===== src/design/lzssr_pkg.sv =====
// ============================================================================
// lzssr_pkg
// Shared constants and types of the LZSS ring decompressor: history ring
// geometry, match length offset and the result item carried to the output.
// ============================================================================
`default_nettype none

package lzssr_pkg;

    // History ring geometry
    localparam int HIST_DEPTH = 4096;
    localparam int RING_AW    = $clog2(HIST_DEPTH);

    // Shortest back-reference; the 4-bit length code adds to it
    localparam int LEN_BIAS = 3;

    // First write position of a stream and the byte an unwritten entry holds
    localparam logic [RING_AW-1:0] RING_START = RING_AW'(32'hFEE % HIST_DEPTH);
    localparam logic [7:0]         RING_FILL  = 8'h20;

    // One decompressed byte with its markers
    typedef struct packed {
        logic [7:0] out_byte;
        logic       run_last;
        logic       stream_done;
    } out_item_t;

endpackage

`default_nettype wire


===== src/design/lzssr_out_fifo.sv =====
// ============================================================================
// lzssr_out_fifo
// Two-entry result buffer between the copy pipeline and the output stream.
// Decouples the producer from receiver stalls; reports its fill level so
// the producer issues only what the buffer can take.
// ============================================================================
`default_nettype none

module lzssr_out_fifo (
    input  wire logic                  clk,
    input  wire logic                  rst_n,
    input  wire logic                  push,
    input  wire lzssr_pkg::out_item_t  push_item,
    output logic                       valid,
    input  wire logic                  ready,
    output lzssr_pkg::out_item_t       head_item,
    output logic [1:0]                 count
);
    import lzssr_pkg::*;

    out_item_t  entry_reg [2];
    logic       head_reg;
    logic       tail_reg;
    logic [1:0] count_reg;
    logic       pop;

    assign pop       = valid && ready;
    assign valid     = (count_reg != 2'd0);
    assign head_item = entry_reg[head_reg];
    assign count     = count_reg;

    // Store pushed items
    always_ff @(posedge clk)
    begin
        if (push)
        begin
            entry_reg[tail_reg] <= push_item;
        end
    end

    // Advance pointers and track the fill level
    always_ff @(posedge clk or negedge rst_n)
    begin
        if (!rst_n)
        begin
            head_reg  <= 1'b0;
            tail_reg  <= 1'b0;
            count_reg <= 2'd0;
        end
        else
        begin
            if (push)
            begin
                tail_reg <= ~tail_reg;
            end
            if (pop)
            begin
                head_reg <= ~head_reg;
            end
            if (push && !pop)
            begin
                count_reg <= count_reg + 2'd1;
            end
            else if (pop && !push)
            begin
                count_reg <= count_reg - 2'd1;
            end
        end
    end

endmodule

`default_nettype wire


===== config.mk =====
export PLATFORM = sky130hd
export DESIGN_NAME = lzssr_out_fifo
export DESIGN_NICKNAME = d
export VERILOG_FILES = /design/src/design/lzssr_pkg.sv /design/src/design/lzssr_out_fifo.sv
export SDC_FILE = /design/constraint.sdc
export NUM_CORES = 1
export LEC_CHECK = 0
export ABC_AREA = 1
export BUFFER_PORTS_ARGS = -buffer_cell sky130_fd_sc_hd__buf_2
export CAP_MARGIN = 0
export CORE_MARGIN = 8
export CORE_UTILIZATION = 49
export CTS_BUF_LIST = sky130_fd_sc_hd__clkbuf_16
export DETAILED_ROUTE_END_ITERATION = 10
export GPL_TIMING_DRIVEN = 1
export PLACE_DENSITY = 0.76
export SYNTH_ARGS = -nofsm -noshare
export SYNTH_HDL_FRONTEND = slang
export SYNTH_SLANG_ARGS = --single-unit

===== constraint.sdc =====
create_clock -name clk -period 1.8 [get_ports clk]
set_input_delay 0.18 -clock clk [delete_from_list [all_inputs] [get_ports clk]]
set_output_delay 0.18 -clock clk [all_outputs]
set_load 0.005 [all_outputs]

## Word level (Yosys, flattened, before mapping)

Memories as Yosys holds them, arrays and structs flattened.
Cells that the tools add are included.

- Reductions and logical operators: 7
- $add $sub $neg: 2
- Multiplexer cells: 4
- Bitwise operators: 2

Operator list:

| kind | number |
|---|---|
| $mux 2 | 2 |
| $reduce_bool 2->1 | 2 |
| $logic_and 1x1->1 | 3 |
| $add 2x1->2 const B | 1 |
| $logic_not 1->1 | 2 |
| $mux 1 | 2 |
| $not 1->1 | 2 |
| $sub 2x1->2 const B | 1 |

- Word-level logic and storage cells: 19
- Memories: 1
- Bits of input ports: 14
- Flip-flop bits (word level): 4
- Output and inout bits: 13
- Memory bits (writable): 20

Memory list:

| memory | depth | width | rd ports | clocked after memory_dff | write ports | line | RTL |
|---|---|---|---|---|---|---|---|
| entry_reg | 2 | 10 | 1 | 0 | 1 | lzssr_out_fifo.sv:21 | `out_item_t entry_reg [2];` |

## Longest topological paths before layout

- Depth after elaboration: 5
- Gate-level depth with buffers: 9
- Gate-level depth less buffers: 9

## Least setup slack after synthesis

No wires, ideal clock.

- Kind: flip-flop to flip-flop
- Start point: register tail_reg
- End point: memory entry_reg[0][0] (netlist name) (enable)
- Stages on the path, launching flop included: 2
- Path buffers: 0
- Data required time: 1.424 ns
- Library setup time: 0.376 ns
- Slack: 0.568 ns
- Arrival time: 0.856 ns
- Period minus slack after synthesis: 1.232 ns
- Cells stage by stage: dfrtp_1 -> nor2_1

RTL lines:

| item | line | RTL |
|---|---|---|
| start: declaration | lzssr_out_fifo.sv:23 | `logic tail_reg;` |
| start signal: assignment | lzssr_out_fifo.sv:54 | `tail_reg <= ~tail_reg;` |
| end: declaration | lzssr_out_fifo.sv:21 |  |

No word-level cell before the write port.

==> impl_results.md <==
* Outcome: finished clean
* RSZ-0062 raised after global routing: false
* Routed vias at between 600 and 700
* Initial antenna violation count at 0
* Post-synthesis register bit count at 24
* FF+latch area at 700.7 sq um
* Vias in the first global route at 673
* Horiz. Die Dim at about 60 um
* Synth-to-layout area growth at 28.55%
* Peak supply drop at around 0.00084 V
* Critical Path Fanout Max at 12
* DP Worst Slack at roughly 0.5 ns
* Top cell type's share of synthesized area at 0.6316
* PD cells at roughly 1600 mW/mm^2
* First-pass GRT wire length at approximately 2900 um
* R2r endpoint: count[1]
* Residual DRC at 0
* Cts repair resizes at 0
* Non-Filler Instances at 137
* Part of the cycle the worst path needs at 0.8696
* Most common cell after layout, fill and taps aside: nand2_1
* Drt total wl at 1788 um
* H-tree levels at 1
* Worst min-delay path class: in -> reg
* Clock Latency Late Sink at 0.25 ns
* Largest register FFs at 20
* Routability Congestion at roughly 0.7
* Fill cell count at between 150 and 200
* Hold wc startpoint: push_item[0]
* Max-Cap Viols at 0
* Post-Synthesis Cells at between 70 and 80
* Number of buffers created by CTS at 3
* Root buffer cell: clkbuf_16
* CTS Buffer Depth at 2
* Core ar. at between 0.0015 and 0.002 sq mm
* R2r setup slk at roughly 0.52 ns
* CP Launch Type: flop
* Iteration count of the initial detailed-routing pass at 4
* Hold EP: entry_reg[1][0]
* Mean Syn Cell Area at 12.04 sq um
* Avg WL per Cell at about 13 um
* Global Route Usage Sum at 0.1082
* Leakage power at 0.5750 nW
* R2R Path Start: count[0]
* Most frequent cells in the layout: 37 x nand2_1, 26 x buf_2, 20 x edfxtp_1, 6 x inv_1, 4 x dfrtp_1
* Die area at between 0.003 and 0.004 sq mm
* Post-Route Setup TNS at 0 ns
* Minimum clock period at roughly 1.6 ns
* Final Skew at roughly 0.0018 ns
* Largest cells by area after synthesis: edfxtp_1 63%, nand2_1 15%, dfrtp_1 11%, buf_6 2.4%, inv_1 2.4%
* Synth Cell Area at 950.9 sq um
* Antenna cell count at 0
* Crit path DAT at ~1.4 ns
* Die H at ~60 um
* CP Capture Type: output pin
* Final hold viol count at 0
* Final ANT Viol Nets at 0
* Rel. slew slack at 0.7311
* Setup Viol. Count Final at 0
* 1st-iter DRT viols at 39
* Detail Placement HPWL at roughly 1400 um
* Hold Path Stages at 1
* Post-synth top area cell: edfxtp_1
* Layout cell share with drive strength beyond 1 at 0.3182
* Seq/Total Area, Yosys at 0.7368
* Core Rows at 16
* Final net count at 126
* FMAX at 638.9 MHz
* Worst EP required at 1.62 ns
* Distinct cell type count after synthesis at 13
* Sink Count at 24
* Total grt overflow at 0
* Critical path type: reg -> out
* Final Worst Setup Slack at between 0.2 and 0.25 ns
* Total power at ~2 mW
* CTS tree: yes
* Vias per cell at between 4 and 5
* Reg2reg path depth at 8
* Largest net degree at the start of global routing at 15
* Synth warnings at 0
* Syn Nets at 94
* Clk slew on worst S/H paths at approximately 0.060 ns
* Initial Util at 0.5000
* I/O pins at 27
* Placed cell count at between 100 and 150
* Pins over their slew limit at 0
* Multi-input combinational cell area at approximately 200 sq um
* IO Port Bufs at 26
* Worst-margin pin slew at ~0.40 ns
final cells by class:
class,instances,area share
Inverter,7,0.02149
Sequential cell,24,0.5732
Clock buffer,3,0.06141
Tap cell,27,0.02764
Multi-Input combinational cell,46,0.1648
Clock inverter,1,0.02457
Timing Repair Buffer,29,0.1269
stage by stage:
step           hold WS, ns  area, sq um    util
3_5_place_dp     -0.003036         1107  0.5822
2_1_floorplan      -0.1156        950.9       -
5_1_grt             0.1086         1222  0.6428
3_3_place_gp     -0.008230         1107  0.5822
4_1_cts             0.1118         1222  0.6428
6_report            0.1148         1222  0.6428
power breakdown:
| part | total (mW) | switching (mW) | internal (mW) |
|---|---|---|---|
| Combinational | 0.537 | 0.307 | 0.231 |
| Sequential | 0.847 | 0.0942 | 0.753 |
| Clock | 0.614 | 0.173 | 0.441 |
| Total | 2.00 | 0.574 | 1.42 |
layer usage:
layer	routed length, um	vias up	track usage
met5	0	-	0
met4	9	0	0.05102
met3	63	2	0.01935
met2	1009	14	0.2154
met1	705	319	0.1013
li1	-	317	-
timing repair:
action	4_1_cts	5_1_grt
hold buffers	1	0
hold endpoints to repair	4	0
setup buffers	0	0
cell families (layout without fill, tap and decap cells):
family	count (synthesis)	count (layout)	share of synthesized area
flip-flops	24	24	0.7369
buffers and inverters	9	40	0.05131
XOR/XNOR	2	2	0.01842
AND/OR/NAND/NOR	43	43	0.1803
adder cells (fa/ha/maj)	1	1	0.01316
cell usage after synthesis:
cell       n
buf_6      2
edfxtp_1  20
nand4_1    1
inv_2      1
nand3_1    2
nand2_1   37
ha_1       1
xor2_1     1
nor2_1     1
xnor2_1    1
inv_1      6
nand2_2    2
dfrtp_1    4
worst max-delay path: stages, from the launching register on:
cell and delay [ns]:
dfrtp_1 0.57, inv_1 0.27, nand2_1 0.12, nand2_1 0.05, buf_2 0.12
worst max path at each step:
stage	to	slack (ns)	cells past startpoint	start
final	head_item[2]	0.23	4	head_reg
after global routing	head_item[0]	0.1	4	head_reg
after CTS	head_item[0]	0.22	4	head_reg
after detailed placement	head_item[0]	0.50	4	head_reg
after global placement	count[1]	0.57	8	count[0]
after floorplan	entry_reg[0][0]	0.57	1	tail_reg
(Power assumes the default switching activity.)
